===== src/rtl/ctl_pkg.sv =====
// shared types, constants and character-class helpers for the source tokenizer
// no dependencies; used by the channel interfaces and imported by every rtl module
`default_nettype none

package ctl_pkg;

   localparam int OUT_W      = 24;
   localparam int TYPE_W     = 8;
   localparam int ERR_W      = 3;
   localparam int FIFO_DEPTH = 4;

   typedef enum logic [3:0] {
      MODE_IDLE      = 4'd0,
      MODE_IDENT     = 4'd1,
      MODE_NUMBER    = 4'd2,
      MODE_STRING    = 4'd3,
      MODE_SLASH     = 4'd4,
      MODE_COLON     = 4'd5,
      MODE_LINECMT   = 4'd6,
      MODE_BLOCK     = 4'd7,
      MODE_BLOCKSTAR = 4'd8
   } scan_mode_type;

   typedef enum logic [1:0] {
      ESC_NORMAL    = 2'd0,
      ESC_BACKSLASH = 2'd1,
      ESC_CR        = 2'd2
   } escape_mode_type;

   localparam logic [TYPE_W-1:0] TOK_EOF    = 8'd0;
   localparam logic [TYPE_W-1:0] TOK_IDENT  = 8'd128;
   localparam logic [TYPE_W-1:0] TOK_NUMBER = 8'd129;
   localparam logic [TYPE_W-1:0] TOK_STRING = 8'd130;
   localparam logic [TYPE_W-1:0] TOK_DCOLON = 8'd131;

   localparam logic [ERR_W-1:0] ERR_NONE        = 3'd0;
   localparam logic [ERR_W-1:0] ERR_EOF_COMMENT = 3'd1;
   localparam logic [ERR_W-1:0] ERR_EOF_STRING  = 3'd2;
   localparam logic [ERR_W-1:0] ERR_NL_STRING   = 3'd3;
   localparam logic [ERR_W-1:0] ERR_INVALID     = 3'd4;

   localparam logic [7:0] CHR_TAB    = 8'h09;
   localparam logic [7:0] CHR_LF     = 8'h0A;
   localparam logic [7:0] CHR_VT     = 8'h0B;
   localparam logic [7:0] CHR_FF     = 8'h0C;
   localparam logic [7:0] CHR_CR     = 8'h0D;
   localparam logic [7:0] CHR_SPACE  = 8'h20;
   localparam logic [7:0] CHR_QUOTE  = 8'h22;
   localparam logic [7:0] CHR_STAR   = 8'h2A;
   localparam logic [7:0] CHR_SLASH  = 8'h2F;
   localparam logic [7:0] CHR_COLON  = 8'h3A;
   localparam logic [7:0] CHR_BSLASH = 8'h5C;
   localparam logic [7:0] CHR_UNDER  = 8'h5F;
   localparam logic [7:0] CHR_DEL    = 8'h7F;

   typedef struct packed {
      logic [TYPE_W-1:0] token_type;
      logic [OUT_W-1:0]  begin_offset;
      logic [OUT_W-1:0]  end_offset;
      logic [OUT_W-1:0]  line_no;
      logic [OUT_W-1:0]  column_no;
      logic [ERR_W-1:0]  error_code;
      logic              last;
   } rsp_item_type;

   typedef struct packed {
      logic first_vld;
      logic second_vld;
   } push_ctl_type;

   function automatic logic is_letter(input logic [7:0] c);
      return (c >= 8'h41 && c <= 8'h5A) || (c >= 8'h61 && c <= 8'h7A);
   endfunction

   function automatic logic is_digit(input logic [7:0] c);
      return c >= 8'h30 && c <= 8'h39;
   endfunction

   function automatic logic is_word(input logic [7:0] c);
      return is_letter(c) || is_digit(c) || (c == CHR_UNDER);
   endfunction

   function automatic logic is_space(input logic [7:0] c);
      return (c == CHR_SPACE) || (c == CHR_TAB) || (c == CHR_LF) || (c == CHR_VT)
         || (c == CHR_FF) || (c == CHR_CR);
   endfunction

endpackage

`default_nettype wire


===== src/rtl/ctl_channels.sv =====
// valid/ready channel interfaces for source bytes and result tokens
// depends on ctl_pkg for payload widths
`default_nettype none

interface ctl_req_if;
   logic       valid;
   logic       ready;
   logic [7:0] ch;
   logic       end_mark;

   modport source (output valid, output ch, output end_mark, input ready);
   modport sink   (input valid, input ch, input end_mark, output ready);
endinterface

interface ctl_rsp_if;
   logic                       valid;
   logic                       ready;
   logic [ctl_pkg::TYPE_W-1:0] token_type;
   logic [ctl_pkg::OUT_W-1:0]  begin_offset;
   logic [ctl_pkg::OUT_W-1:0]  end_offset;
   logic [ctl_pkg::OUT_W-1:0]  line_no;
   logic [ctl_pkg::OUT_W-1:0]  column_no;
   logic [ctl_pkg::ERR_W-1:0]  error_code;
   logic                       last;

   modport source (output valid, output token_type, output begin_offset,
                   output end_offset, output line_no, output column_no,
                   output error_code, output last, input ready);
   modport sink   (input valid, input token_type, input begin_offset,
                   input end_offset, input line_no, input column_no,
                   input error_code, input last, output ready);
endinterface

`default_nettype wire


===== src/rtl/c_like_source_tokenizer.sv =====
// streaming c-style tokenizer, one source byte per transaction
// req_chan carries a byte (ch) or an end marker (end_mark); rsp_chan carries
// tokens with type, begin/end byte offset, start line/column, error code and
// a last flag on the final result of each input transaction.
// a byte is taken into an input register and scanned from there once the
// result queue has room, which queues its zero, one or two results; the
// results are registered in the queue and offered on rsp_chan in order.
// throughput is one byte per cycle while the result queue has room;
// a byte is scanned only when the four-entry result queue has two free slots,
// so runs of bytes giving two results each drain at the one-per-cycle output.
// when the receiver stalls the queue fills; once it holds more than two
// results the waiting byte is held and req_chan.ready stays low until the
// queue drains; nothing is lost or repeated.
// reset clears the queue and puts the scanner between tokens at line 1,
// column 1, offset 0; an end marker does the same after its results.
// depends on ctl_pkg, ctl_channels, ctl_lexer and ctl_out_fifo
`default_nettype none

module c_like_source_tokenizer #(
   parameter int POS_BITS = 24
) (
   input  wire logic  clock,
   input  wire logic  reset,
   ctl_req_if.sink    req_chan,
   ctl_rsp_if.source  rsp_chan
);
   import ctl_pkg::*;

   logic         in_vld_ff;
   logic [7:0]   in_ch_ff;
   logic         in_end_ff;
   logic         room;
   logic         take;
   logic         req_fire;
   push_ctl_type push;
   rsp_item_type first_item, second_item, out_item;

   assign take           = in_vld_ff && room;
   assign req_chan.ready = !in_vld_ff || take;
   assign req_fire       = req_chan.valid && req_chan.ready;

   always_ff @(posedge clock) begin
      if (reset) begin
         in_vld_ff <= 1'b0;
      end else if (req_chan.ready) begin
         in_vld_ff <= req_chan.valid;
      end
   end

   always_ff @(posedge clock) begin
      if (req_fire) begin
         in_ch_ff  <= req_chan.ch;
         in_end_ff <= req_chan.end_mark;
      end
   end

   ctl_lexer #(
      .POS_BITS (POS_BITS)
   ) u_lexer (
      .clock       (clock),
      .reset       (reset),
      .take        (take),
      .in_ch       (in_ch_ff),
      .in_end      (in_end_ff),
      .push        (push),
      .first_item  (first_item),
      .second_item (second_item)
   );

   ctl_out_fifo u_out_fifo (
      .clock       (clock),
      .reset       (reset),
      .push        (push),
      .first_item  (first_item),
      .second_item (second_item),
      .room        (room),
      .out_valid   (rsp_chan.valid),
      .out_ready   (rsp_chan.ready),
      .out_item    (out_item)
   );

   assign rsp_chan.token_type   = out_item.token_type;
   assign rsp_chan.begin_offset = out_item.begin_offset;
   assign rsp_chan.end_offset   = out_item.end_offset;
   assign rsp_chan.line_no      = out_item.line_no;
   assign rsp_chan.column_no    = out_item.column_no;
   assign rsp_chan.error_code   = out_item.error_code;
   assign rsp_chan.last         = out_item.last;

endmodule

`default_nettype wire


===== src/rtl/ctl_lexer.sv =====
// scanner state and per-byte token logic, up to two results per byte
// depends on ctl_pkg
`default_nettype none

module ctl_lexer #(
   parameter int POS_BITS = 24
) (
   input  wire logic                  clock,
   input  wire logic                  reset,
   input  wire logic                  take,
   input  wire logic [7:0]            in_ch,
   input  wire logic                  in_end,
   output ctl_pkg::push_ctl_type      push,
   output ctl_pkg::rsp_item_type      first_item,
   output ctl_pkg::rsp_item_type      second_item
);
   import ctl_pkg::*;

   localparam logic [POS_BITS-1:0] POS_ZERO = '0;
   localparam logic [POS_BITS-1:0] POS_ONE  = {{(POS_BITS-1){1'b0}}, 1'b1};

   scan_mode_type       mode_ff, mode_in;
   escape_mode_type     esc_ff, esc_in;
   logic [POS_BITS-1:0] off_ff, off_in;
   logic [POS_BITS-1:0] line_ff, line_in;
   logic [POS_BITS-1:0] col_ff, col_in;
   logic [POS_BITS-1:0] tbeg_ff, tbeg_in;
   logic [POS_BITS-1:0] tline_ff, tline_in;
   logic [POS_BITS-1:0] tcol_ff, tcol_in;
   logic                halt_ff, halt_in;

   logic                a_vld, b_vld, redo;
   rsp_item_type        a_item, b_item;

   function automatic logic [POS_BITS-1:0] sat_inc(input logic [POS_BITS-1:0] v);
      return (&v) ? v : v + POS_ONE;
   endfunction

   function automatic logic [OUT_W-1:0] to_out(input logic [POS_BITS-1:0] v);
      logic [OUT_W+POS_BITS-1:0] ext;
      ext = {{OUT_W{1'b0}}, v};
      return ext[OUT_W-1:0];
   endfunction

   function automatic rsp_item_type make_item(
      input logic [TYPE_W-1:0]   t,
      input logic [POS_BITS-1:0] b,
      input logic [POS_BITS-1:0] e,
      input logic [POS_BITS-1:0] l,
      input logic [POS_BITS-1:0] k,
      input logic [ERR_W-1:0]    err
   );
      rsp_item_type r;
      r.token_type   = t;
      r.begin_offset = to_out(b);
      r.end_offset   = to_out(e);
      r.line_no      = to_out(l);
      r.column_no    = to_out(k);
      r.error_code   = err;
      r.last         = 1'b0;
      return r;
   endfunction

   always_comb begin
      mode_in  = mode_ff;
      esc_in   = esc_ff;
      off_in   = off_ff;
      line_in  = line_ff;
      col_in   = col_ff;
      tbeg_in  = tbeg_ff;
      tline_in = tline_ff;
      tcol_in  = tcol_ff;
      halt_in  = halt_ff;
      a_vld    = 1'b0;
      b_vld    = 1'b0;
      a_item   = '0;
      b_item   = '0;
      redo     = 1'b0;

      if (in_end) begin
         if (!halt_ff) begin
            unique case (mode_ff)
               MODE_IDENT: begin
                  a_vld  = 1'b1;
                  a_item = make_item(TOK_IDENT, tbeg_ff, off_ff, tline_ff, tcol_ff, ERR_NONE);
               end
               MODE_NUMBER: begin
                  a_vld  = 1'b1;
                  a_item = make_item(TOK_NUMBER, tbeg_ff, off_ff, tline_ff, tcol_ff, ERR_NONE);
               end
               MODE_SLASH: begin
                  a_vld  = 1'b1;
                  a_item = make_item(CHR_SLASH, tbeg_ff, sat_inc(tbeg_ff), tline_ff, tcol_ff,
                                     ERR_NONE);
               end
               MODE_COLON: begin
                  a_vld  = 1'b1;
                  a_item = make_item(CHR_COLON, tbeg_ff, sat_inc(tbeg_ff), tline_ff, tcol_ff,
                                     ERR_NONE);
               end
               default: ;
            endcase
            b_vld = 1'b1;
            if (mode_ff == MODE_BLOCK || mode_ff == MODE_BLOCKSTAR)
               b_item = make_item(TOK_EOF, off_ff, off_ff, line_ff, col_ff, ERR_EOF_COMMENT);
            else if (mode_ff == MODE_STRING)
               b_item = make_item(TOK_EOF, off_ff, off_ff, line_ff, col_ff, ERR_EOF_STRING);
            else
               b_item = make_item(TOK_EOF, off_ff, off_ff, line_ff, col_ff, ERR_NONE);
         end
         // end of source returns everything to the reset state
         mode_in  = MODE_IDLE;
         esc_in   = ESC_NORMAL;
         off_in   = POS_ZERO;
         line_in  = POS_ONE;
         col_in   = POS_ONE;
         tbeg_in  = POS_ZERO;
         tline_in = POS_ZERO;
         tcol_in  = POS_ZERO;
         halt_in  = 1'b0;
      end else if (!halt_ff) begin
         unique case (mode_ff)
            MODE_IDENT, MODE_NUMBER: begin
               if (!is_word(in_ch)) begin
                  a_vld   = 1'b1;
                  a_item  = make_item((mode_ff == MODE_IDENT) ? TOK_IDENT : TOK_NUMBER,
                                      tbeg_ff, off_ff, tline_ff, tcol_ff, ERR_NONE);
                  mode_in = MODE_IDLE;
                  redo    = 1'b1;
               end
            end
            MODE_STRING: begin
               priority if (in_ch == CHR_QUOTE) begin
                  if (esc_ff == ESC_BACKSLASH) begin
                     esc_in = ESC_NORMAL;
                  end else begin
                     a_vld   = 1'b1;
                     a_item  = make_item(TOK_STRING, tbeg_ff, sat_inc(off_ff), tline_ff,
                                         tcol_ff, ERR_NONE);
                     mode_in = MODE_IDLE;
                     esc_in  = ESC_NORMAL;
                  end
               end else if (in_ch == CHR_BSLASH) begin
                  esc_in = (esc_ff == ESC_BACKSLASH) ? ESC_NORMAL : ESC_BACKSLASH;
               end else if (in_ch == CHR_LF) begin
                  if (esc_ff != ESC_NORMAL) begin
                     esc_in = ESC_NORMAL;
                  end else begin
                     a_vld   = 1'b1;
                     a_item  = make_item(TOK_EOF, off_ff, off_ff, line_ff, col_ff,
                                         ERR_NL_STRING);
                     halt_in = 1'b1;
                  end
               end else if (in_ch == CHR_CR) begin
                  if (esc_ff == ESC_BACKSLASH) esc_in = ESC_CR;
               end else begin
                  esc_in = ESC_NORMAL;
               end
            end
            MODE_SLASH: begin
               priority if (in_ch == CHR_SLASH) begin
                  mode_in = MODE_LINECMT;
               end else if (in_ch == CHR_STAR) begin
                  mode_in = MODE_BLOCK;
               end else begin
                  a_vld   = 1'b1;
                  a_item  = make_item(CHR_SLASH, tbeg_ff, sat_inc(tbeg_ff), tline_ff, tcol_ff,
                                      ERR_NONE);
                  mode_in = MODE_IDLE;
                  redo    = 1'b1;
               end
            end
            MODE_COLON: begin
               a_vld   = 1'b1;
               mode_in = MODE_IDLE;
               if (in_ch == CHR_COLON) begin
                  a_item = make_item(TOK_DCOLON, tbeg_ff, sat_inc(off_ff), tline_ff, tcol_ff,
                                     ERR_NONE);
               end else begin
                  a_item = make_item(CHR_COLON, tbeg_ff, sat_inc(tbeg_ff), tline_ff, tcol_ff,
                                     ERR_NONE);
                  redo   = 1'b1;
               end
            end
            MODE_LINECMT: begin
               if (in_ch == CHR_LF) mode_in = MODE_IDLE;
            end
            MODE_BLOCK: begin
               if (in_ch == CHR_STAR) mode_in = MODE_BLOCKSTAR;
            end
            MODE_BLOCKSTAR: begin
               if (in_ch == CHR_SLASH) mode_in = MODE_IDLE;
               else if (in_ch != CHR_STAR) mode_in = MODE_BLOCK;
            end
            default: begin
               mode_in = MODE_IDLE;
               redo    = 1'b1;
            end
         endcase

         // byte that ended the previous token, or any byte between tokens
         if (redo && !is_space(in_ch)) begin
            priority if (in_ch == CHR_SLASH || in_ch == CHR_COLON || is_letter(in_ch)
                         || in_ch == CHR_UNDER || is_digit(in_ch) || in_ch == CHR_QUOTE) begin
               tbeg_in  = off_ff;
               tline_in = line_ff;
               tcol_in  = col_ff;
               priority if (in_ch == CHR_SLASH)  mode_in = MODE_SLASH;
               else if (in_ch == CHR_COLON)      mode_in = MODE_COLON;
               else if (is_digit(in_ch))         mode_in = MODE_NUMBER;
               else if (in_ch == CHR_QUOTE) begin
                  mode_in = MODE_STRING;
                  esc_in  = ESC_NORMAL;
               end else                          mode_in = MODE_IDENT;
            end else if (in_ch > CHR_SPACE && in_ch < CHR_DEL) begin
               b_vld  = 1'b1;
               b_item = make_item(in_ch, off_ff, sat_inc(off_ff), line_ff, col_ff, ERR_NONE);
            end else begin
               b_vld   = 1'b1;
               b_item  = make_item(TOK_EOF, off_ff, off_ff, line_ff, col_ff, ERR_INVALID);
               halt_in = 1'b1;
            end
         end

         if (!halt_in) begin
            off_in = sat_inc(off_ff);
            if (in_ch == CHR_LF) begin
               line_in = sat_inc(line_ff);
               col_in  = POS_ONE;
            end else begin
               col_in = sat_inc(col_ff);
            end
         end
      end
   end

   // pack results so a lone one always sits in the first slot
   always_comb begin
      push.first_vld  = take && (a_vld || b_vld);
      push.second_vld = take && a_vld && b_vld;
      first_item      = a_vld ? a_item : b_item;
      second_item     = b_item;
      first_item.last = !(a_vld && b_vld);
      second_item.last = 1'b1;
   end

   always_ff @(posedge clock) begin
      if (reset) begin
         mode_ff  <= MODE_IDLE;
         esc_ff   <= ESC_NORMAL;
         off_ff   <= POS_ZERO;
         line_ff  <= POS_ONE;
         col_ff   <= POS_ONE;
         tbeg_ff  <= POS_ZERO;
         tline_ff <= POS_ZERO;
         tcol_ff  <= POS_ZERO;
         halt_ff  <= 1'b0;
      end else if (take) begin
         mode_ff  <= mode_in;
         esc_ff   <= esc_in;
         off_ff   <= off_in;
         line_ff  <= line_in;
         col_ff   <= col_in;
         tbeg_ff  <= tbeg_in;
         tline_ff <= tline_in;
         tcol_ff  <= tcol_in;
         halt_ff  <= halt_in;
      end
   end

endmodule

`default_nettype wire


===== src/rtl/ctl_out_fifo.sv =====
// small result queue taking up to two results per cycle and giving one
// depends on ctl_pkg
`default_nettype none

module ctl_out_fifo (
   input  wire logic                  clock,
   input  wire logic                  reset,
   input  wire ctl_pkg::push_ctl_type push,
   input  wire ctl_pkg::rsp_item_type first_item,
   input  wire ctl_pkg::rsp_item_type second_item,
   output logic                       room,
   output logic                       out_valid,
   input  wire logic                  out_ready,
   output ctl_pkg::rsp_item_type      out_item
);
   import ctl_pkg::*;

   localparam int PTR_W = $clog2(FIFO_DEPTH);
   localparam int CNT_W = $clog2(FIFO_DEPTH + 1);
   localparam logic [CNT_W-1:0] ROOM_LIMIT = CNT_W'(FIFO_DEPTH - 2);

   rsp_item_type     mem [FIFO_DEPTH];
   logic [PTR_W-1:0] wr_ptr_ff, wr_ptr_in;
   logic [PTR_W-1:0] rd_ptr_ff, rd_ptr_in;
   logic [CNT_W-1:0] cnt_ff, cnt_in;
   logic             pop;
   logic [PTR_W-1:0] wr_next;

   assign room      = cnt_ff <= ROOM_LIMIT;
   assign out_valid = cnt_ff != '0;
   assign out_item  = mem[rd_ptr_ff];
   assign pop       = out_valid && out_ready;
   assign wr_next   = wr_ptr_ff + PTR_W'(1);

   always_comb begin
      wr_ptr_in = wr_ptr_ff + PTR_W'(push.first_vld) + PTR_W'(push.second_vld);
      rd_ptr_in = rd_ptr_ff + PTR_W'(pop);
      cnt_in    = cnt_ff + CNT_W'(push.first_vld) + CNT_W'(push.second_vld) - CNT_W'(pop);
   end

   always_ff @(posedge clock) begin
      if (push.first_vld)  mem[wr_ptr_ff] <= first_item;
      if (push.second_vld) mem[wr_next]   <= second_item;
   end

   always_ff @(posedge clock) begin
      if (reset) begin
         wr_ptr_ff <= '0;
         rd_ptr_ff <= '0;
         cnt_ff    <= '0;
      end else begin
         wr_ptr_ff <= wr_ptr_in;
         rd_ptr_ff <= rd_ptr_in;
         cnt_ff    <= cnt_in;
      end
   end

endmodule

`default_nettype wire


===== src/flat_wrapper.sv =====
// flat-port wrapper written by rule: the top's interface ports become plain ports
module c_like_source_tokenizer_flat import ctl_pkg::*;
#(
   parameter int POS_BITS = 24
)
  (clock, reset, req_chan_valid, req_chan_ch, req_chan_end_mark, req_chan_ready, rsp_chan_valid, rsp_chan_token_type, rsp_chan_begin_offset, rsp_chan_end_offset, rsp_chan_line_no, rsp_chan_column_no, rsp_chan_error_code, rsp_chan_last, rsp_chan_ready);
  ctl_req_if req_chan_i ();
  ctl_rsp_if rsp_chan_i ();
  input  wire logic clock;
  input  wire logic reset;
  input wire logic [$bits(req_chan_i.valid)-1:0] req_chan_valid;
  input wire logic [$bits(req_chan_i.ch)-1:0] req_chan_ch;
  input wire logic [$bits(req_chan_i.end_mark)-1:0] req_chan_end_mark;
  output wire logic [$bits(req_chan_i.ready)-1:0] req_chan_ready;
  output wire logic [$bits(rsp_chan_i.valid)-1:0] rsp_chan_valid;
  output wire logic [$bits(rsp_chan_i.token_type)-1:0] rsp_chan_token_type;
  output wire logic [$bits(rsp_chan_i.begin_offset)-1:0] rsp_chan_begin_offset;
  output wire logic [$bits(rsp_chan_i.end_offset)-1:0] rsp_chan_end_offset;
  output wire logic [$bits(rsp_chan_i.line_no)-1:0] rsp_chan_line_no;
  output wire logic [$bits(rsp_chan_i.column_no)-1:0] rsp_chan_column_no;
  output wire logic [$bits(rsp_chan_i.error_code)-1:0] rsp_chan_error_code;
  output wire logic [$bits(rsp_chan_i.last)-1:0] rsp_chan_last;
  input wire logic [$bits(rsp_chan_i.ready)-1:0] rsp_chan_ready;
  assign req_chan_i.valid = req_chan_valid;
  assign req_chan_i.ch = req_chan_ch;
  assign req_chan_i.end_mark = req_chan_end_mark;
  assign req_chan_ready = req_chan_i.ready;
  assign rsp_chan_valid = rsp_chan_i.valid;
  assign rsp_chan_token_type = rsp_chan_i.token_type;
  assign rsp_chan_begin_offset = rsp_chan_i.begin_offset;
  assign rsp_chan_end_offset = rsp_chan_i.end_offset;
  assign rsp_chan_line_no = rsp_chan_i.line_no;
  assign rsp_chan_column_no = rsp_chan_i.column_no;
  assign rsp_chan_error_code = rsp_chan_i.error_code;
  assign rsp_chan_last = rsp_chan_i.last;
  assign rsp_chan_i.ready = rsp_chan_ready;
  c_like_source_tokenizer #(.POS_BITS(POS_BITS)) u_core (.clock(clock), .reset(reset), .req_chan(req_chan_i), .rsp_chan(rsp_chan_i));
endmodule

===== config.mk =====
export PLATFORM = sky130hd
export DESIGN_NAME = c_like_source_tokenizer_flat
export DESIGN_NICKNAME = d
export VERILOG_FILES = /design/src/rtl/ctl_pkg.sv /design/src/rtl/ctl_channels.sv /design/src/rtl/c_like_source_tokenizer.sv /design/src/rtl/ctl_lexer.sv /design/src/rtl/ctl_out_fifo.sv /design/src/flat_wrapper.sv
export SDC_FILE = /design/constraint.sdc
export NUM_CORES = 1
export LEC_CHECK = 0
export BUFFER_PORTS_ARGS = -buffer_cell sky130_fd_sc_hd__buf_2
export CORE_MARGIN = 2
export CORE_UTILIZATION = 35
export DETAILED_ROUTE_END_ITERATION = 6
export GPL_TIMING_DRIVEN = 0
export PLACE_DENSITY = 0.49
export SETUP_SLACK_MARGIN = 0.3
export SLEW_MARGIN = 10
export SYNTH_ARGS = -nofsm -noshare
export SYNTH_HDL_FRONTEND = slang
export SYNTH_SLANG_ARGS = --single-unit

===== constraint.sdc =====
create_clock -name clock -period 12.2 [get_ports clock]
set_input_delay 1.22 -clock clock [delete_from_list [all_inputs] [get_ports clock]]
set_output_delay 1.22 -clock clock [all_outputs]
set_load 0.02 [all_outputs]

; ---- Word-level counts from Yosys, hierarchy flattened
; Memory sizes are Yosys's and may differ from the RTL's. A register that Yosys moved wholly into a read port is not among the register bits.
; Cells that the tools add are included.
[word_totals]
reg_bits = 168
ram_bits = 432
in_bits = 13
output_inout_bits = 110
elab_cells = 231
memories = 1
[memory_table]
columns = name, depth, width, rd, rd_ports_with_merged_regs, wr, line
row1 = u_core.u_out_fifo.mem, 4, 108, 1, 1, 2, ctl_out_fifo.sv:22  ; rsp_item_type mem [FIFO_DEPTH];
[classes]
n_addsub = 11
n_lt_le_gt_ge = 9
eq_ne = 26
mux = 121
reduce_logical = 48
[op_table]
columns = cell, count
row1 = two-way mux 108 bit, 13
row2 = one-hot mux 108 bit (4 select lines), 2
row3 = two-way mux 24 bit, 27
row4 = two-way mux 100 bit, 4
row5 = two-way mux 106 bit, 2
row6 = adder 24 x 1 -> 24 bit (second input constant), 4
row7 = AND reduction 24 bit, 4
row8 = two-way mux 4 bit, 11
row9 = equality test 8 x 4 -> 1 bit (second input constant), 5
row10 = equality test 8 x 6 -> 1 bit (second input constant), 5
row11 = two-way mux 2 bit, 18
row12 = two-way mux 1 bit, 35
row13 = one-hot mux 4 bit (6 select lines), 1
row14 = two-way mux 3 bit, 6
row15 = equality test 4 x 3 -> 1 bit (second input constant), 4
row16 = equality test 8 x 7 -> 1 bit (second input constant), 2
row17 = greater-or-equal comparator 8 x 7 -> 1 bit (second input constant), 2
row18 = less-or-equal comparator 8 x 7 -> 1 bit (second input constant), 2
row19 = logical OR 1 bit, 16
row20 = logical AND 1 bit, 12
row21 = equality test 4 x 2 -> 1 bit (second input constant), 2
row22 = greater-or-equal comparator 8 x 6 -> 1 bit (second input constant), 1
row23 = greater-than comparator 8 x 6 -> 1 bit (second input constant), 1
row24 = less-or-equal comparator 8 x 6 -> 1 bit (second input constant), 1
row25 = 22 further kinds, 35

; ---- Depth between registers and ports, before layout
[depth]
ltp_word = 18
ltp_mapped = 15
ltp_nobuf = 13

; ---- Modules after synthesis
; A second synthesis with hierarchy kept.
[hier_totals]
cells_unflattened = 2535
area_unflattened_um2 = 32548.7
[by_module_without_submodules]
columns = mod, instances, cells_per_inst, area_each_um2, seq_area_each_um2
row1 = ctl_out_fifo, 1, 1087, 21177.8, 13112.6
row2 = ctl_lexer, 1, 1433, 11038.1, 3022.9
row3 = c_like_source_tokenizer, 1, 15, 332.8, 290.3

; ---- Worst setup path before layout
; Ideal clock, no wire load.
[synth_path]
path_kind = reg2reg
start = reg u_core.in_ch_ff[7]
end = mem u_core.u_out_fifo.mem[1][100] (netlist bit), enable pin
setup_time_ns = 0.470
arrival_ns = 4.912
t_required_ns = 11.730
path_slack_ns = 6.817
stages_incl_launch_ff = 11
n_path_buf = 3
synth_period_minus_slack_ns = 5.383
path_cell_list = edfxtp_1 > buf_6 > or4_4 > or4_1 > buf_2 > o21ai_2 > or3_4 > a31oi_4 > or4_1 > buf_4 > nand2_1
[synth_rtl]
columns = element, line
row1 = from (decl), c_like_source_tokenizer.sv:30  ; logic [7:0] in_ch_ff;
row2 = from (signal assigned), c_like_source_tokenizer.sv:52  ; in_ch_ff <= req_chan.ch;
row3 = to (decl), ctl_out_fifo.sv:22

==> results.sh <==
export IMPL_outcome="completed"
export IMPL_clk_pin_slew_ns=0.06
export IMPL_switching_share_pct=33.5
export IMPL_cts_resized=0
export IMPL_initial_core_util_pct=35.2
export IMPL_cts_setup_buffers=0
export IMPL_slew_headroom_pct=5.93
export IMPL_netlist_instances=2744
export IMPL_dr_pass1_iters=6
export IMPL_clock_skew_ns=0.0242
export IMPL_total_power_mw=5.98
export IMPL_cts_tree="built"
export IMPL_clk_latency_ns=0.64
export IMPL_clkPwrFrac_pct=34.8
export IMPL_grt_ovfl_total=0
export IMPL_fin_crit_ns=5.47
export IMPL_drv_slew=0
export IMPL_hold_violations=0
export IMPL_root_buffer="clkbuf_16"
export IMPL_rsz0062_at_grt="no"
export IMPL_hold_ws_ns=0.472
export IMPL_crit_fanout=10
export IMPL_die_w_um=304
export IMPL_highest_layer="met5"
export IMPL_pwr_share_seq_pct=39.4
export IMPL_die_h_um=304
export IMPL_io_buffers=121
export IMPL_drive_above_1_share_pct=16.1
export IMPL_cp_start_kind="flop"
export IMPL_ff2ff_path_depth=11
export IMPL_grt_antenna_before_repair=1
export IMPL_min_from="u_core.u_out_fifo.mem[3][0]"
export IMPL_worstHoldEndpoint="u_core.u_out_fifo.mem[3][0]"
export IMPL_cp_arrival_ns=4.25
export IMPL_end_kind="output pin"
export IMPL_ys_ff_latch=600
export IMPL_clock_fmax_mhz=183
export IMPL_viasPerCell=6.40
export IMPL_cp_required_ns=10.98
export IMPL_dieArea_sq_um=92400
export IMPL_dp_hpwl_um=99000
export IMPL_core_area_sq_um=89600
export IMPL_dr_wl_met3_um=12100
export IMPL_cpMaxStageDelayCell="clkbuf_1"
export IMPL_p_leak_nw=11.2
export IMPL_finalNonFillerCells=4187
export IMPL_synthesis_area_sq_um=31500
export IMPL_internal_power_mw=3.98
export IMPL_vdd_ir_drop_max_mv=0.0836
export IMPL_whs_path_depth=1
export IMPL_cts_hold_fix_buffers=0
export IMPL_cp_cell_sequence="clkbuf_1 -> clkbuf_1 -> buf_2 -> mux4_2 -> buf_2"
export IMPL_drv_cap=0
export IMPL_avgRoutedWirePerCell_um=32.7
export IMPL_synthToLayoutAreaGrowth_pct=14.8
export IMPL_place_congestion=0.969
export IMPL_tightest_slew_ns=1.41
export IMPL_combPwrFrac_pct=25.8
export IMPL_clk_path_buf_depth=3
export IMPL_setup_viol=0
export IMPL_core_rowCount=110
export IMPL_wl_um=137000
export IMPL_fin_crit_sh_pct=44.8
export IMPL_syn_num_nets=2767
export IMPL_synthArstFlopShare_pct=0
export IMPL_fin_nets=2973
export IMPL_cp_num_buf_inv=4
export IMPL_seq_area_frac_synth_pct=52.0
export IMPL_first_iter_violations=3256
export IMPL_setup_tns_ns=0
export IMPL_antenna_left=0
export IMPL_r2r_end="u_core.u_out_fifo.mem[0][66]"
export IMPL_critical_path_class="reg2out"
export IMPL_ios=123
export IMPL_power_density_nw_per_um2=165
export IMPL_wl_met1_um=61500
export IMPL_max_stage_delay_ns=0.98
export IMPL_place_inst=4053
export IMPL_numCtsBuffers=71
export IMPL_grt_pass1_wl_um=194000
export IMPL_fin_ws_ns=6.73
export IMPL_met2_length_um=60200
export IMPL_hp_class="reg2reg"
export IMPL_cts_sinks=600
export IMPL_rrSetupSlack_ns=6.78
export IMPL_vias=26800
export IMPL_place_ws_ns=6.90
export IMPL_grt_pass1_vias=25800
export IMPL_grt_max_degree=45
export IMPL_synthFlopType="edfxtp_1"
export IMPL_rr_startpoint="u_core.in_ch_ff[1]"
export IMPL_synth_edf_count=437
export IMPL_synth_warnings=0
export IMPL_ctsHtreeMaxLevel=3
export IMPL_drcViolationCount=0
export IMPL_synth_avg_cell_area_sq_um=11.5
export IMPL_yosysUniqueCellTypes=94
export IMPL_netSwitchingPower_mw=2.01
export IMPL_cp_top_family="buffers and inverters"
export IMPL_grt_usage_pct=28.9
[kinds of logic after synthesis]
kind of cell             share of synthesized area (%)
AND/OR/NAND/NOR                                   10.6
adder cells (fa/ha/maj)                          0.421
XOR/XNOR                                          1.64
flip-flops                                        52.0
buffers and inverters                             4.62
AO/OA/AOI/OAI                                     22.9
multiplexers                                      7.82
[sequential cells by signal (all words and copies together), names as in the netlist, 4 cells and up]
| name | count |
|---|---|
| u_core.u_lexer.mode_ff | 4 |
| u_core.u_lexer.tbeg_ff | 24 |
| u_core.u_lexer.off_ff | 24 |
| u_core.u_out_fifo.mem | 432 |
| u_core.u_lexer.col_ff | 24 |
| u_core.u_lexer.tcol_ff | 24 |
| u_core.u_lexer.line_ff | 24 |
| u_core.in_ch_ff | 8 |
| u_core.u_lexer.tline_ff | 24 |
[cells in the final DEF, fill, tap and decap left out, types with 27 or more instances in the layout]
| cell type | instances |
|---|---|
| edfxtp_1 | 437 |
| xnor2_1 | 36 |
| a22o_1 | 97 |
| o21ai_0 | 103 |
| a21oi_1 | 192 |
| dfxtp_1 | 163 |
| nor3_1 | 41 |
| nand4_1 | 40 |
| o2bb2ai_1 | 45 |
| buf_1 | 27 |
| a32o_1 | 201 |
| clkbuf_1 | 241 |
| nand3_1 | 114 |
| clkbuf_16 | 73 |
| nand2_1 | 163 |
| mux4_2 | 108 |
| nor2_1 | 163 |
| o22ai_1 | 66 |
| buf_2 | 181 |
[power groups by stage]
stage	logic, mW	clock network, mW	registers [mW]
CTS	1.55	2.12	2.36
global placement	1.51	0	2.43
floorplan	0.910	0	2.40
detailed placement	1.55	0	2.40
global route	1.61	2.19	2.37
finish	1.54	2.08	2.36
[layout make-up]
class,count,area [sq um]
multi-input cells,1800,13700
well taps,1176,1470
clock buffers,103,1990
clock inverters,28,255
repair buffers,133,886
inverters,24,90.1
diodes,3,7.51
plain buffers,320,1370
fillers,8585,53400
flip-flops and latches,600,16400
[per-layer routing]
layer | vias to the layer above | track usage, %
met5 | - | 0
met4 | 2 | 7.76
met3 | 174 | 5.97
met2 | 1356 | 43.3
met1 | 13800 | 42.3
li1 | 11400 | -
[worst max-delay path by stage]
stage | from | end | slack [ns] | cells past startpoint
2_1_floorplan | u_core.in_ch_ff[7] | u_core.u_out_fifo.mem[1][100] | 6.82 | 10
3_3_place_gp | u_core.u_lexer.mode_ff[3] | u_core.u_out_fifo.mem[3][84] | 2.78 | 10
3_5_place_dp | u_core.in_ch_ff[1] | u_core.u_out_fifo.mem[0][97] | 6.90 | 11
4_1_cts | u_core.u_out_fifo.rd_ptr_ff[0] | rsp_chan_begin_offset[11] | 6.71 | 5
5_1_grt | u_core.u_out_fifo.rd_ptr_ff[0] | rsp_chan_begin_offset[11] | 6.56 | 5
6_report | u_core.u_out_fifo.rd_ptr_ff[0] | rsp_chan_begin_offset[11] | 6.73 | 5
[synth_stat cells, types with 18 or more instances]
cell type | number | area, sq um
o21ai_0 | 103 | 515
inv_1 | 24 | 90.1
nand3_1 | 114 | 571
buf_1 | 32 | 120
xnor2_1 | 36 | 315
and3_1 | 19 | 119
buf_2 | 56 | 280
o2bb2ai_1 | 45 | 394
a211oi_1 | 19 | 143
xor2_1 | 23 | 201
o22ai_1 | 66 | 413
o211ai_1 | 24 | 180
dfxtp_1 | 163 | 3260
a32o_1 | 201 | 2010
a21oi_1 | 192 | 961
mux4_2 | 108 | 2430
a22o_1 | 97 | 850
nor3_1 | 42 | 210
nor2_1 | 163 | 612
or3_1 | 24 | 150
clkbuf_1 | 216 | 811
o22ai_2 | 18 | 225
a31oi_1 | 18 | 113
nand4_1 | 40 | 250
edfxtp_1 | 437 | 13100
nand2_1 | 167 | 627
[through the flow]
stage,util (%),area [sq um]
after CTS,40.4,36200
final,40.4,36200
after floorplan,-,31500
after global placement,37.5,33600
after global routing,40.4,36200
after detailed placement,37.9,33900
Note: power is estimated with default switching activity, not from simulation.
